$ cat config.mk
export PLATFORM = sky130hd
export DESIGN_NAME = fwrt_group
export DESIGN_NICKNAME = d
export VERILOG_FILES = /design/src/hw/rtl/fwrt_pkg.sv /design/src/hw/rtl/fwrt_group.sv
export SDC_FILE = /design/constraint.sdc
export NUM_CORES = 1
export LEC_CHECK = 0
export BUFFER_PORTS_ARGS = -buffer_cell sky130_fd_sc_hd__buf_4
export CORE_AREA = 2 2 458 460
export DETAILED_ROUTE_END_ITERATION = 8
export DIE_AREA = 0 0 460 462
export PLACE_DENSITY_LB_ADDON = 0.1
export SETUP_SLACK_MARGIN = 0.02
export SLEW_MARGIN = 20
export SYNTH_ARGS = -nofsm -noshare
export SYNTH_HDL_FRONTEND = slang
export SYNTH_SLANG_ARGS = --single-unit
$ cat constraint.sdc
create_clock -name i_clk -period 2.22 [get_ports i_clk]
set_clock_uncertainty 0.05 [all_clocks]
set_input_delay 0.222 -clock i_clk [delete_from_list [all_inputs] [get_ports i_clk]]
set_output_delay 0.222 -clock i_clk [all_outputs]
set_load 0.01 [all_outputs]
$ cat src/hw/rtl/fwrt_pkg.sv
package fwrt_pkg;

    localparam int unsigned DEPTH  = 64;
    localparam int unsigned WORD_W = 32;
    localparam int unsigned IDX_W  = $clog2(DEPTH);
    localparam int unsigned CNT_W  = IDX_W + 1;
    localparam int unsigned GROUP  = 8;
    localparam int unsigned NGROUP = DEPTH / GROUP;
    localparam int unsigned GSEL_W = $clog2(GROUP);
    localparam int unsigned GNUM_W = IDX_W - GSEL_W;

    typedef enum logic [1:0] {
        CMD_APPEND = 2'd0,
        CMD_REMOVE = 2'd1,
        CMD_SEARCH = 2'd2,
        CMD_READ   = 2'd3
    } t_cmd;

    typedef enum logic [1:0] {
        ST_OK        = 2'd0,
        ST_NOT_FOUND = 2'd1,
        ST_FULL      = 2'd2,
        ST_RANGE     = 2'd3
    } t_status;

    typedef struct packed {
        logic [WORD_W-1:0] w3;
        logic [WORD_W-1:0] w2;
        logic [WORD_W-1:0] w1;
        logic [WORD_W-1:0] w0;
    } t_rec;

    typedef struct packed {
        logic              valid;
        t_cmd              cmd;
        logic [IDX_W-1:0]  idx;
        logic [WORD_W-1:0] key;
        logic [1:0]        col;
        logic [CNT_W-1:0]  count;
        t_rec              rec;
    } t_op;

endpackage

$ cat src/hw/rtl/fwrt_group.sv
module fwrt_group (
    input  logic                                      i_clk,
    input  logic                                      i_load,
    input  logic [fwrt_pkg::GROUP-1:0]                i_hits,
    input  fwrt_pkg::t_rec [fwrt_pkg::GROUP-1:0]      i_recs,
    output logic                                      o_any,
    output logic [fwrt_pkg::GSEL_W-1:0]               o_first,
    output fwrt_pkg::t_rec                            o_rec
);

    logic                            r_any;
    logic [fwrt_pkg::GSEL_W-1:0]     r_first;
    fwrt_pkg::t_rec                  r_rec;
    logic [fwrt_pkg::GSEL_W-1:0]     n_first;
    fwrt_pkg::t_rec                  n_rec;

    always_comb begin
        n_first = '0;
        n_rec   = '0;
        for (int k = fwrt_pkg::GROUP - 1; k >= 0; k--) begin
            if (i_hits[k]) begin
                n_first = fwrt_pkg::GSEL_W'(k);
            end
            n_rec = n_rec | i_recs[k];
        end
    end

    always_ff @(posedge i_clk) begin
        if (i_load) begin
            r_any   <= |i_hits;
            r_first <= n_first;
            r_rec   <= n_rec;
        end
    end

    assign o_any   = r_any;
    assign o_first = r_first;
    assign o_rec   = r_rec;

endmodule
# --- Word-level counts from Yosys, hierarchy flattened ---
# Index checks and enable logic that the tools add are counted.
totals:
  input_bits: 1034
  elab_cells: 25
  ff_bits: 132
classes:
  n_reduce_logical: 3
  muxes: 7
  bitwise_logic: 7
ops:
  columns: ["op", "n"]
  rows:
  - ["128-bit OR", 7]
  - ["3-bit 2-to-1 mux", 4]
  - ["8-bit OR reduction", 1]
  - ["2-bit 2-to-1 mux", 2]
  - ["4-bit OR reduction", 1]
  - ["2-bit OR reduction", 1]
  - ["1-bit 2-to-1 mux", 1]

# --- Depth between registers and ports, before layout ---
depth:
  ltp_word: 7
  mapped_depth: 3

# --- Worst setup path before layout ---
# OpenSTA, ideal clock, no wires.
synth_path:
  path_type: "input port to flip-flop"
  from: "in i_hits[5] in the netlist's numbering"
  to: "reg r_any, in the netlist o_any (data pin)"
  t_arrival_ps: 604
  setup_slack_ps: 1301
  setup_ps: 264
  cell_stages: 2
  path_cell_list: "nor4_1 > nand2_1"
synth_between:
  elab_chain_len: 1
synth_lines:
  columns: ["element", "line_no", "source"]
  rows:
  - ["from (decl)", "fwrt_group.sv:4", "input logic [fwrt_pkg::GROUP-1:0] i_hits,"]
  - ["8-bit OR reduction", "fwrt_group.sv:30", "r_any <= |i_hits;"]
  - ["to (signal assigned)", "fwrt_group.sv:30", null]
  - ["to (decl)", "fwrt_group.sv:11", "logic r_any;"]
# No other way between the ends.
# A chain may end at the register's enable or synchronous reset.

==> reports/metrics.yaml <==
hold_violations: 0
period_share_pct: 102
grt_pass1_wl_um: 144000
wl_met2_um: 55400
dieArea_um2: 213000
drtIter0Drc: 448
pin_count: 1166
hold-path-cell-count: 4
die_h_um: 462
highest_layer: "met5"
synth_top_area_cell: "edfxtp_1"
synth_warnings: 0
drt_wl_total_um: 120000
ys_seq_elements: 132
yosys-top-cells-count: "nor4_1 (257), edfxtp_1 (132), nand2_1 (129), nor2_1 (2), nor2b_1 (2)"
peakVddDrop_mv: 0.702
final_cells: 4895
grt_pass1_vias: 13000
criticalPathCategory: "primary input to register"
avgViaCountPerCell: 2.45
nets: 3182
drive_above_1_share_pct: 60.7
cts-root-buf: "clkbuf_16"
finalSetupViolations: 1
rows: 168
maxSlewViolCount: 0
fillers: 24200
grt_overflow_total: 0
ys_top_cells_by_area: "edfxtp_1 (65%), nor4_1 (26%), nand2_1 (7.9%)"
vias: 12000
power_mw: 8.97
rsz0062_at_grt: "no"
max_clock_freq_mhz: 444
die_width_um: 460
port_buffers: 1165
endpoint_kind: "register"
power_density_nw_per_um2: 385
tightest_slew_ns: 1.23
p_leak_nw: 9.47
core_area_um2: 208000
numCtsBuffers: 17
status: "finished with violations"
layout_setup_ws_ns: -0.0344
max_cap_viol_count: 0
cp_cell_sequence: "dlygate4sd3_1 > buf_4 > nor4_2 > dlygate4sd3_1 > nand2_1 > dlygate4sd3_1"
synth.yosys.seq_area_share_pct: 64.7
syn_nets: 1563
crit_start: "i_recs[459]"
hp-class: "primary input to register"
syn2layout_area_growth_pct: 280
synth_ff_type: "edfxtp_1"
htreeDepth: 4
synth_edf_count: 132
drtAntennaViolNets: 0
grt_max_degree: 40
finalCriticalPeriod_ns: 2.25
ys_types: 12
slew_headroom_pct: 17.0
gp_congestion: 0.795
synth_top_area_share_pct: 64.7
arrival_ns: 2.50
antenna_found_initial: 75
postSynthAreaPerCell_um2: 11.6
post_drt_wl_per_cell_um: 24.5
track_usage_pct: 10.9
synth.most_common_cell: "nor4_1"
dp_hpwl_um: 110000
start_kind: "primary input"
cp-endpoint: "o_rec[75]$_DFFE_PP_"
ys_async_sr_fraction_pct: 0
dp_cells: 4497
drcViolationCount: 0
synth_area_um2: 6130
cpMaxStageDelayCell: "dlygate4sd3_1"
path_common_cell: "dlygate4sd3_1"
clk_path_buf_depth: 2
placed_area_um2: 19100
wl_met3_um: 12400
clk_pin_slew_ns: 0.09
drt-pass1-iter-count: 4
cp_max_fo: 1
met1_length_um: 50400
fin_area_um2: 23300
cts_tree: "done"
cts.sinks: 132
initial_core_util_pct: 2.94
fin_util_pct: 11.2
cp.required_ns: 2.47
violations: "setup timing"
cpPeakStageDelay_ns: 0.64
postSynthCellCount: 529
power breakdown:
part	switching [mW]	internal, mW
Sequential	0.0559	2.86
Combinational	1.01	1.68
Clock	1.67	1.68
how the worst min path moves through the flow:
stage	from	end	slack (ns)
2_1_floorplan	i_load	o_any$_DFFE_PP_	0.28
3_3_place_gp	i_recs[189]	o_rec[61]$_DFFE_PP_	0.44
3_5_place_dp	i_recs[13]	o_rec[13]$_DFFE_PP_	0.44
4_1_cts	i_recs[56]	o_rec[56]$_DFFE_PP_	0.002
5_1_grt	i_recs[137]	o_rec[9]$_DFFE_PP_	0.03
6_report	i_recs[109]	o_rec[109]$_DFFE_PP_	0.07
through the flow:
step | hold WS, ns | setup WS, ns | TNS, ns
5_1_grt | 0.0279 | 0.0125 | 0
6_report | 0.0707 | -0.0344 | -0.0344
3_3_place_gp | 0.439 | 0.158 | 0
3_5_place_dp | 0.438 | 0.216 | 0
4_1_cts | 0.00154 | 0.0507 | 0
2_1_floorplan | 0.284 | 1.30 | 0
cell type report:
cell class | instances | area, µm² | area share, %
repair buffers | 1600 | 12900 | 55.5
flip-flops and latches | 132 | 3960 | 17.0
well taps | 2720 | 3400 | 14.6
multi-input cells | 396 | 2360 | 10.1
clock buffers | 17 | 425 | 1.83
clock inverters | 15 | 168 | 0.720
diodes | 14 | 35.0 | 0.150
inverters | 1 | 3.75 | 0.0161
cell families after synthesis:
| kind of cell | Yosys count | synth area share, % |
|---|---|---|
| AO/OA/AOI/OAI | 5 | 0.551 |
| AND/OR/NAND/NOR | 391 | 34.7 |
| buffers and inverters | 1 | 0.0612 |
| flip-flops | 132 | 64.7 |
flip-flops by register name (all words and copies together) (netlist names):
register and count:
o_rec 128, o_first 3, o_any 1
worst max-delay path: cells and delay by family:
kind,cells,cell delay (ns)
buf+inv,4,1.89
simple gates,2,0.39
repair_timing:
item | 4_1_cts | 5_1_grt
endpoints found under the setup margin | 0 | 14
endpoints found under the hold margin | 148 | 1
hold buffers | 353 | 2
resized for setup | 0 | 13
buffers inserted | 0 | 0
layout by cell type (no fill, tap or decap), types with 2 or more instances in the layout:
| cell type | Yosys | final |
|---|---|---|
| nor2_1 | 2 | 2 |
| nand2_1 | 129 | 129 |
| buf_4 | 0 | 1244 |
| bufinv_16 | 0 | 2 |
| dlygate4sd3_1 | 0 | 351 |
| buf_12 | 0 | 3 |
| diode_2 | 0 | 14 |
| clkbuf_16 | 0 | 17 |
| nor4_2 | 1 | 33 |
| nor4_1 | 257 | 225 |
| inv_8 | 0 | 2 |
| inv_6 | 0 | 6 |
| nor2b_1 | 2 | 2 |
| edfxtp_1 | 132 | 132 |
| clkinvlp_4 | 0 | 2 |
routing by layer:
layer	GRT usage, %	vias up
li1	-	5519
met1	13.2	5436
met2	17.7	841
met3	4.63	133
met4	2.33	52
met5	0	-
(Power assumes the default switching activity.)
