`config.mk`:
```
export PLATFORM = sky130hd
export DESIGN_NAME = fwrt_cell
export DESIGN_NICKNAME = d
export VERILOG_FILES = /design/src/hw/rtl/fwrt_pkg.sv /design/src/hw/rtl/fwrt_cell.sv
export SDC_FILE = /design/constraint.sdc
export NUM_CORES = 1
export LEC_CHECK = 0
export ABC_AREA = 1
export BUFFER_PORTS_ARGS = -buffer_cell sky130_fd_sc_hd__clkbuf_2
export CORE_AREA = 4 4 219 221
export CTS_BUF_LIST = sky130_fd_sc_hd__clkbuf_8
export DETAILED_ROUTE_END_ITERATION = 8
export DIE_AREA = 0 0 223 225
export PLACE_DENSITY = 0.57
export RECOVER_POWER = 100
export SLEW_MARGIN = 25
export SYNTH_ARGS = -nofsm -noshare
export SYNTH_HDL_FRONTEND = slang
export SYNTH_SLANG_ARGS = --single-unit
```
`constraint.sdc`:
```
create_clock -name i_clk -period 15.4 [get_ports i_clk]
set_input_delay 1.54 -clock i_clk [delete_from_list [all_inputs] [get_ports i_clk]]
set_output_delay 1.54 -clock i_clk [all_outputs]
set_load 0.02 [all_outputs]
```
`src/hw/rtl/fwrt_pkg.sv`:
```
package fwrt_pkg;

    localparam int unsigned DEPTH  = 64;
    localparam int unsigned WORD_W = 32;
    localparam int unsigned IDX_W  = $clog2(DEPTH);
    localparam int unsigned CNT_W  = IDX_W + 1;
    localparam int unsigned GROUP  = 8;
    localparam int unsigned NGROUP = DEPTH / GROUP;
    localparam int unsigned GSEL_W = $clog2(GROUP);
    localparam int unsigned GNUM_W = IDX_W - GSEL_W;

    typedef enum logic [1:0] {
        CMD_APPEND = 2'd0,
        CMD_REMOVE = 2'd1,
        CMD_SEARCH = 2'd2,
        CMD_READ   = 2'd3
    } t_cmd;

    typedef enum logic [1:0] {
        ST_OK        = 2'd0,
        ST_NOT_FOUND = 2'd1,
        ST_FULL      = 2'd2,
        ST_RANGE     = 2'd3
    } t_status;

    typedef struct packed {
        logic [WORD_W-1:0] w3;
        logic [WORD_W-1:0] w2;
        logic [WORD_W-1:0] w1;
        logic [WORD_W-1:0] w0;
    } t_rec;

    typedef struct packed {
        logic              valid;
        t_cmd              cmd;
        logic [IDX_W-1:0]  idx;
        logic [WORD_W-1:0] key;
        logic [1:0]        col;
        logic [CNT_W-1:0]  count;
        t_rec              rec;
    } t_op;

endpackage

```
`src/hw/rtl/fwrt_cell.sv`:
```
module fwrt_cell (
    input  logic                          i_clk,
    input  logic [fwrt_pkg::IDX_W-1:0]    i_pos,
    input  fwrt_pkg::t_op                 i_op,
    input  fwrt_pkg::t_rec                i_next,
    output fwrt_pkg::t_rec                o_rec,
    output logic                          o_hit,
    output fwrt_pkg::t_rec                o_rd
);

    fwrt_pkg::t_rec                  r_rec;
    logic                            r_hit;
    fwrt_pkg::t_rec                  r_rd;
    logic                            pos_in;
    logic                            at_idx;
    logic                            idx_in;
    logic                            at_end;
    logic [fwrt_pkg::WORD_W-1:0]     sel_word;
    logic                            n_hit;
    logic                            rd_hit;

    assign pos_in = {1'b0, i_pos} < i_op.count;
    assign at_idx = i_pos == i_op.idx;
    assign idx_in = {1'b0, i_op.idx} < i_op.count;
    assign at_end = {1'b0, i_pos} == i_op.count;

    always_comb begin
        case (i_op.col)
            2'd0:    sel_word = r_rec.w0;
            2'd1:    sel_word = r_rec.w1;
            2'd2:    sel_word = r_rec.w2;
            default: sel_word = r_rec.w3;
        endcase
    end

    assign rd_hit = (i_op.cmd == fwrt_pkg::CMD_READ) && at_idx && idx_in;
    assign n_hit  = ((i_op.cmd == fwrt_pkg::CMD_SEARCH) && pos_in && (sel_word == i_op.key))
                    || rd_hit;

    always_ff @(posedge i_clk) begin
        if (i_op.valid) begin
            case (i_op.cmd)
                fwrt_pkg::CMD_APPEND: begin
                    if (at_end) begin
                        r_rec <= i_op.rec;
                    end
                end
                fwrt_pkg::CMD_REMOVE: begin
                    if (idx_in && (i_pos >= i_op.idx)) begin
                        r_rec <= i_next;
                    end
                end
                default: begin
                end
            endcase
            r_hit <= n_hit;
            r_rd  <= rd_hit ? r_rec : '0;
        end
    end

    assign o_rec = r_rec;
    assign o_hit = r_hit;
    assign o_rd  = r_rd;

endmodule

```
## After elaboration in Yosys (flattened, before gate mapping)

Cells that the tools add are included.

| storage, ports and cells | value |
|---|---|
| bits in registers | 257 |
| input bits | 313 |
| output and inout bits | 257 |

| cells by class | value |
|---|---|
| $lt $le $gt $ge | 3 |
| equality and inequality tests | 10 |
| mux-type cells | 4 |
| reduce and logical (&&, ||, !) cells | 10 |

Operators by type and width:

| kind | count |
|---|---|
| 128-bit two-way mux | 2 |
| 128-bit one-hot mux with 2 select lines | 1 |
| 32-bit one-hot mux with 3 select lines | 1 |
| 32-bit equality test | 1 |
| 6-bit by 7-bit less-than comparator with 1-bit output | 2 |
| 6-bit by 7-bit equality test with 1-bit output | 1 |
| 2-bit equality test (second input constant) | 3 |
| 6-bit equality test | 1 |
| 6-bit greater-or-equal comparator | 1 |
| 1-bit logical AND | 5 |
| 2-bit by 1-bit equality test with 1-bit output (second input constant) | 2 |
| 2-bit logical NOT | 2 |
| 2-bit != test (second input constant) | 2 |
| 4-bit AND reduction | 1 |
| 2-bit nonzero test | 1 |
| 1-bit logical OR | 1 |

## Logic depth before layout (Yosys ltp)

| logic depth | value |
|---|---|
| depth after elaboration | 5 |
| depth in mapped cells | 13 |

## Worst setup path after synthesis

No wires, ideal clock.

| path | value |
|---|---|
| path kind | input-to-reg |
| from | input i_op[132] (netlist bit) |
| to | register r_rec, in the netlist o_rec[0], enable pin |
| library setup time | 805 ps |
| arrival | 11490 ps |
| path slack | 3104 ps |
| stages | 6 |
| buffers on the path | 0 |
| cells stage by stage | inv_1 > ha_1 > nand2_1 > nor2_1 > a41oi_1 > a211oi_1 |

| between the ends | value |
|---|---|
| word-level cells in the longest chain between the ends | 4 |
| elaborated cells on any way between the ends | 6 |
| those cells by class | 1 x order compare; 3 x eq/ne; 2 x reduce/logical |

Ends and longest elaborated chain:

| item | line | source |
|---|---|---|
| start: declaration | fwrt_cell.sv:4 | `input fwrt_pkg::t_op i_op,` |
| 6-bit by 7-bit less-than comparator with 1-bit output | fwrt_cell.sv:24 | `assign idx_in = {1'b0, i_op.idx} < i_op.count;` |
| 1-bit logical AND | fwrt_cell.sv:49 | `if (idx_in && (i_pos >= i_op.idx)) begin` |
| 2-bit != test (no source line) | n/a |  |
| 4-bit AND reduction (no source line) * | n/a |  |
| end signal: assignment | fwrt_cell.sv:45 | `r_rec <= i_op.rec;` |
| end signal: assignment | fwrt_cell.sv:50 | `r_rec <= i_next;` |
| end: declaration | fwrt_cell.sv:11 | `fwrt_pkg::t_rec r_rec;` |

Mark *: on every way between the ends. The rest lies on a longest branch, timed or not.
A chain may end at the register's enable or synchronous reset.

## Final worst setup path

| path | value |
|---|---|
| from | input i_op[177] (netlist bit) |
| to | register r_rec, in the netlist o_rec[75], enable pin |

| between the ends | value |
|---|---|
| word-level cells in the longest chain between the ends | 1 |

Ends and longest elaborated chain:

| item |
|---|
| 4-bit AND reduction (no source line) |

No other way between the ends.

==> flow_metrics.tcl <==
set metrics [dict create \
    status "complete, but fails checks" \
    violations "max-capacitance violations, max-slew violations" \
    synth_common_cells "257 x edfxtp_1, 185 x nand2_1, 169 x inv_1" \
    gp_congestion 0.941 \
    relSlewSlack_pct -152 \
    clock-sinks 257 \
    intPower_mw 1.19 \
    track_usage_pct 18.7 \
    synth_most_common_cell "edfxtp_1" \
    finalSetupViolations 0 \
    wl_per_cell_um 21.2 \
    grt_pass1_wl_um 69300 \
    syn-num-nets 1431 \
    ys_seq_elements 257 \
    drive_gt1_share_pct 28.2 \
    syn-cell-area_um2 12300 \
    finalHoldViolations 0 \
    dp_hpwl_um 38900 \
    layout.cells.non_filler 2329 \
    clock.fmax_ghz 0.116 \
    r2r_cells 9 \
    worstSetupPathType "in2reg" \
    r2r_end "o_hit" \
    rows 79 \
    overflow 0 \
    netlist_instances 1101 \
    die-area_um2 50200 \
    p_leak_nw 7.27 \
    p_clk_share_pct 36.3 \
    power.share.combinational_pct 13.6 \
    power_density_nw_per_um2 101 \
    post_cts_buffers 0 \
    cts_hold_buf 0 \
    final_util_pct 35.3 \
    clkTransAtPathRegs_ns 0.06 \
    yosysTopAreaCellShare_pct 62.7 \
    wl_met2_um 25500 \
    period_needed_ns 8.66 \
    met1_length_um 18900 \
    fin_tns_setup_ns 0 \
    die_h_um 225 \
    crit_required_ns 15.52 \
    die-width_um 223 \
    drtIter0Drc 508 \
    reg2reg_setup_slack_ns 13.23 \
    antenna_found_initial 3 \
    synth_cell_types 26 \
    area_growth_pct 32.3 \
    synth_warnings 0 \
    grt_pass1_vias 10600 \
    vias_per_cell 4.34 \
    tightest_slew_ns 3.78 \
    switching_share_pct 27.6 \
    ant_nets 0 \
    drc 0 \
    synth-main-ff-cell "edfxtp_1" \
    hold_end "o_rd[102]" \
    htree_num_levels 2 \
    crit_arrival_ns 8.77 \
    tritoncts "done" \
    synth_edf_count 257 \
    finClkSkew_ns 0.0323 \
    root_buffer "clkbuf_8" \
    io_pins 570 \
    crit_path_end_kind "flop" \
    pwr-share-seq_pct 50.1 \
    start_util_pct 26.7 \
    ir_drop_mv 0.0552 \
    drtPass1Iterations 5 \
    post_cts_resized 0 \
    hold_ws_ns 0.602 \
    grt_start_max_net_pins 75 \
    syn_avg_cell_area_um2 11.2 \
    switchingPower_uw 455 \
    startpoint_type "input port" \
    ys_async_sr_fraction_pct 0 \
    synth_area_leaders "edfxtp_1 63%, mux2_2 12%, nand2_1 5.6%" \
    core-area_um2 46200 \
    clkLatencyLatePin_ns 0.61 \
    top_layer "met4" \
    slew_viol_final 526 \
    hp-start "o_rec[102]" \
    hold-path-cell-count 2 \
    maxCapViolations 9 \
    synth_top_area_cell "edfxtp_1" \
    hold_path_class "reg2reg" \
    cts_buffers 47 \
    crit_fanout 68 \
    routed_wl_um 49300 \
    nets 2016 \
    timing.rr.start "o_rec[95]" \
    fin_crit_sh_pct 56.2 \
    wl_met3_um 3670 \
    rsz0062_at_grt "no" \
    place_inst 2244 \
    clockBufferDepth 3 \
    vias 10100 \
    portBuffers 569 \
    seq_area_frac_synth_pct 62.7 \
]
power groups by stage:
| stage | Clock, mW | Sequential [mW] | Combinational (mW) |
|---|---|---|---|
| floorplan | 0 | 0.866 | 0.0857 |
| global placement | 0 | 0.839 | 0.233 |
| finish | 0.599 | 0.826 | 0.224 |
| global route | 0.655 | 0.829 | 0.247 |
| CTS | 0.625 | 0.825 | 0.235 |
| detailed placement | 0 | 0.839 | 0.234 |
how the worst max path moves through the flow:
stage | from | to | slack (ns) | depth (start not counted)
after floorplan | i_op[132] | o_rec[0] | 3.10 | 6
after global placement | i_op[174] | o_rec[75] | 10.64 | 11
after CTS | i_op[132] | o_rec[54] | 11.29 | 10
final | i_op[177] | o_rec[75] | 6.74 | 5
after detailed placement | i_op[132] | o_rec[51] | 10.60 | 10
after global routing | i_op[177] | o_rec[75] | 6.09 | 5
through the flow:
step	setup WS (ns)	power (mW)	area, um2
floorplan	3.10	0.952	12300
global placement	10.64	1.07	15800
detailed placement	10.60	1.07	15800
CTS	11.29	1.69	16600
global route	6.09	1.73	16300
finish	6.74	1.65	16300
worst max-delay path, stage by stage:
cell	delay [ns]
clkbuf_1	1.25
nand2_1	0.26
a211oi_4	0.27
clkbuf_1	2.52
clkbuf_1	2.80
state kept, by name, indices dropped and copies added (netlist names):
signal / cells
o_hit: 1
o_rd: 128
o_rec: 128
logic make-up (layout without fill, tap and decap cells):
kind of cell / Yosys count / after routing / synth area share, %
AND/OR/NAND/NOR: 436 / 436 / 14.6
buffers and inverters: 214 / 831 / 7.01
XOR/XNOR: 2 / 2 / 0.142
flip-flops: 257 / 257 / 62.7
AO/OA/AOI/OAI: 47 / 47 / 2.12
other: 0 / 4 / 0
adder cells (fa/ha/maj): 17 / 17 / 1.73
multiplexers: 128 / 128 / 11.7
layer usage:
layer	global-route usage, %	up-vias
met5	0	-
met4	5.91	0
met3	4.92	76
met2	34.2	428
met1	21.5	4749
li1	-	4861
final cells by class:
cell class              count  area [um2]
flip-flops and latches    257        7720
repair buffers            579        2570
multi-input cells         630        3750
clock inverters            33         178
clock buffers              48         661
well taps                 607         759
diodes                      4        10.0
fillers                  4844       29900
inverters                 171         642
layout by cell type, fill, tap and decap left out, types with 9 or more instances in the layout:
cell type and instances:
a21oi_1 9, inv_1 180, nand3b_1 14, clkinv_1 15, clkbuf_1 267, edfxtp_1 257, mux2_1 18, nand2_1 184
o21ai_0 27, nor2_1 162, mux2_2 110, ha_1 17, clkbuf_2 310, nand3_1 64, clkbuf_8 48
Note: power is estimated with default switching activity, not from simulation.
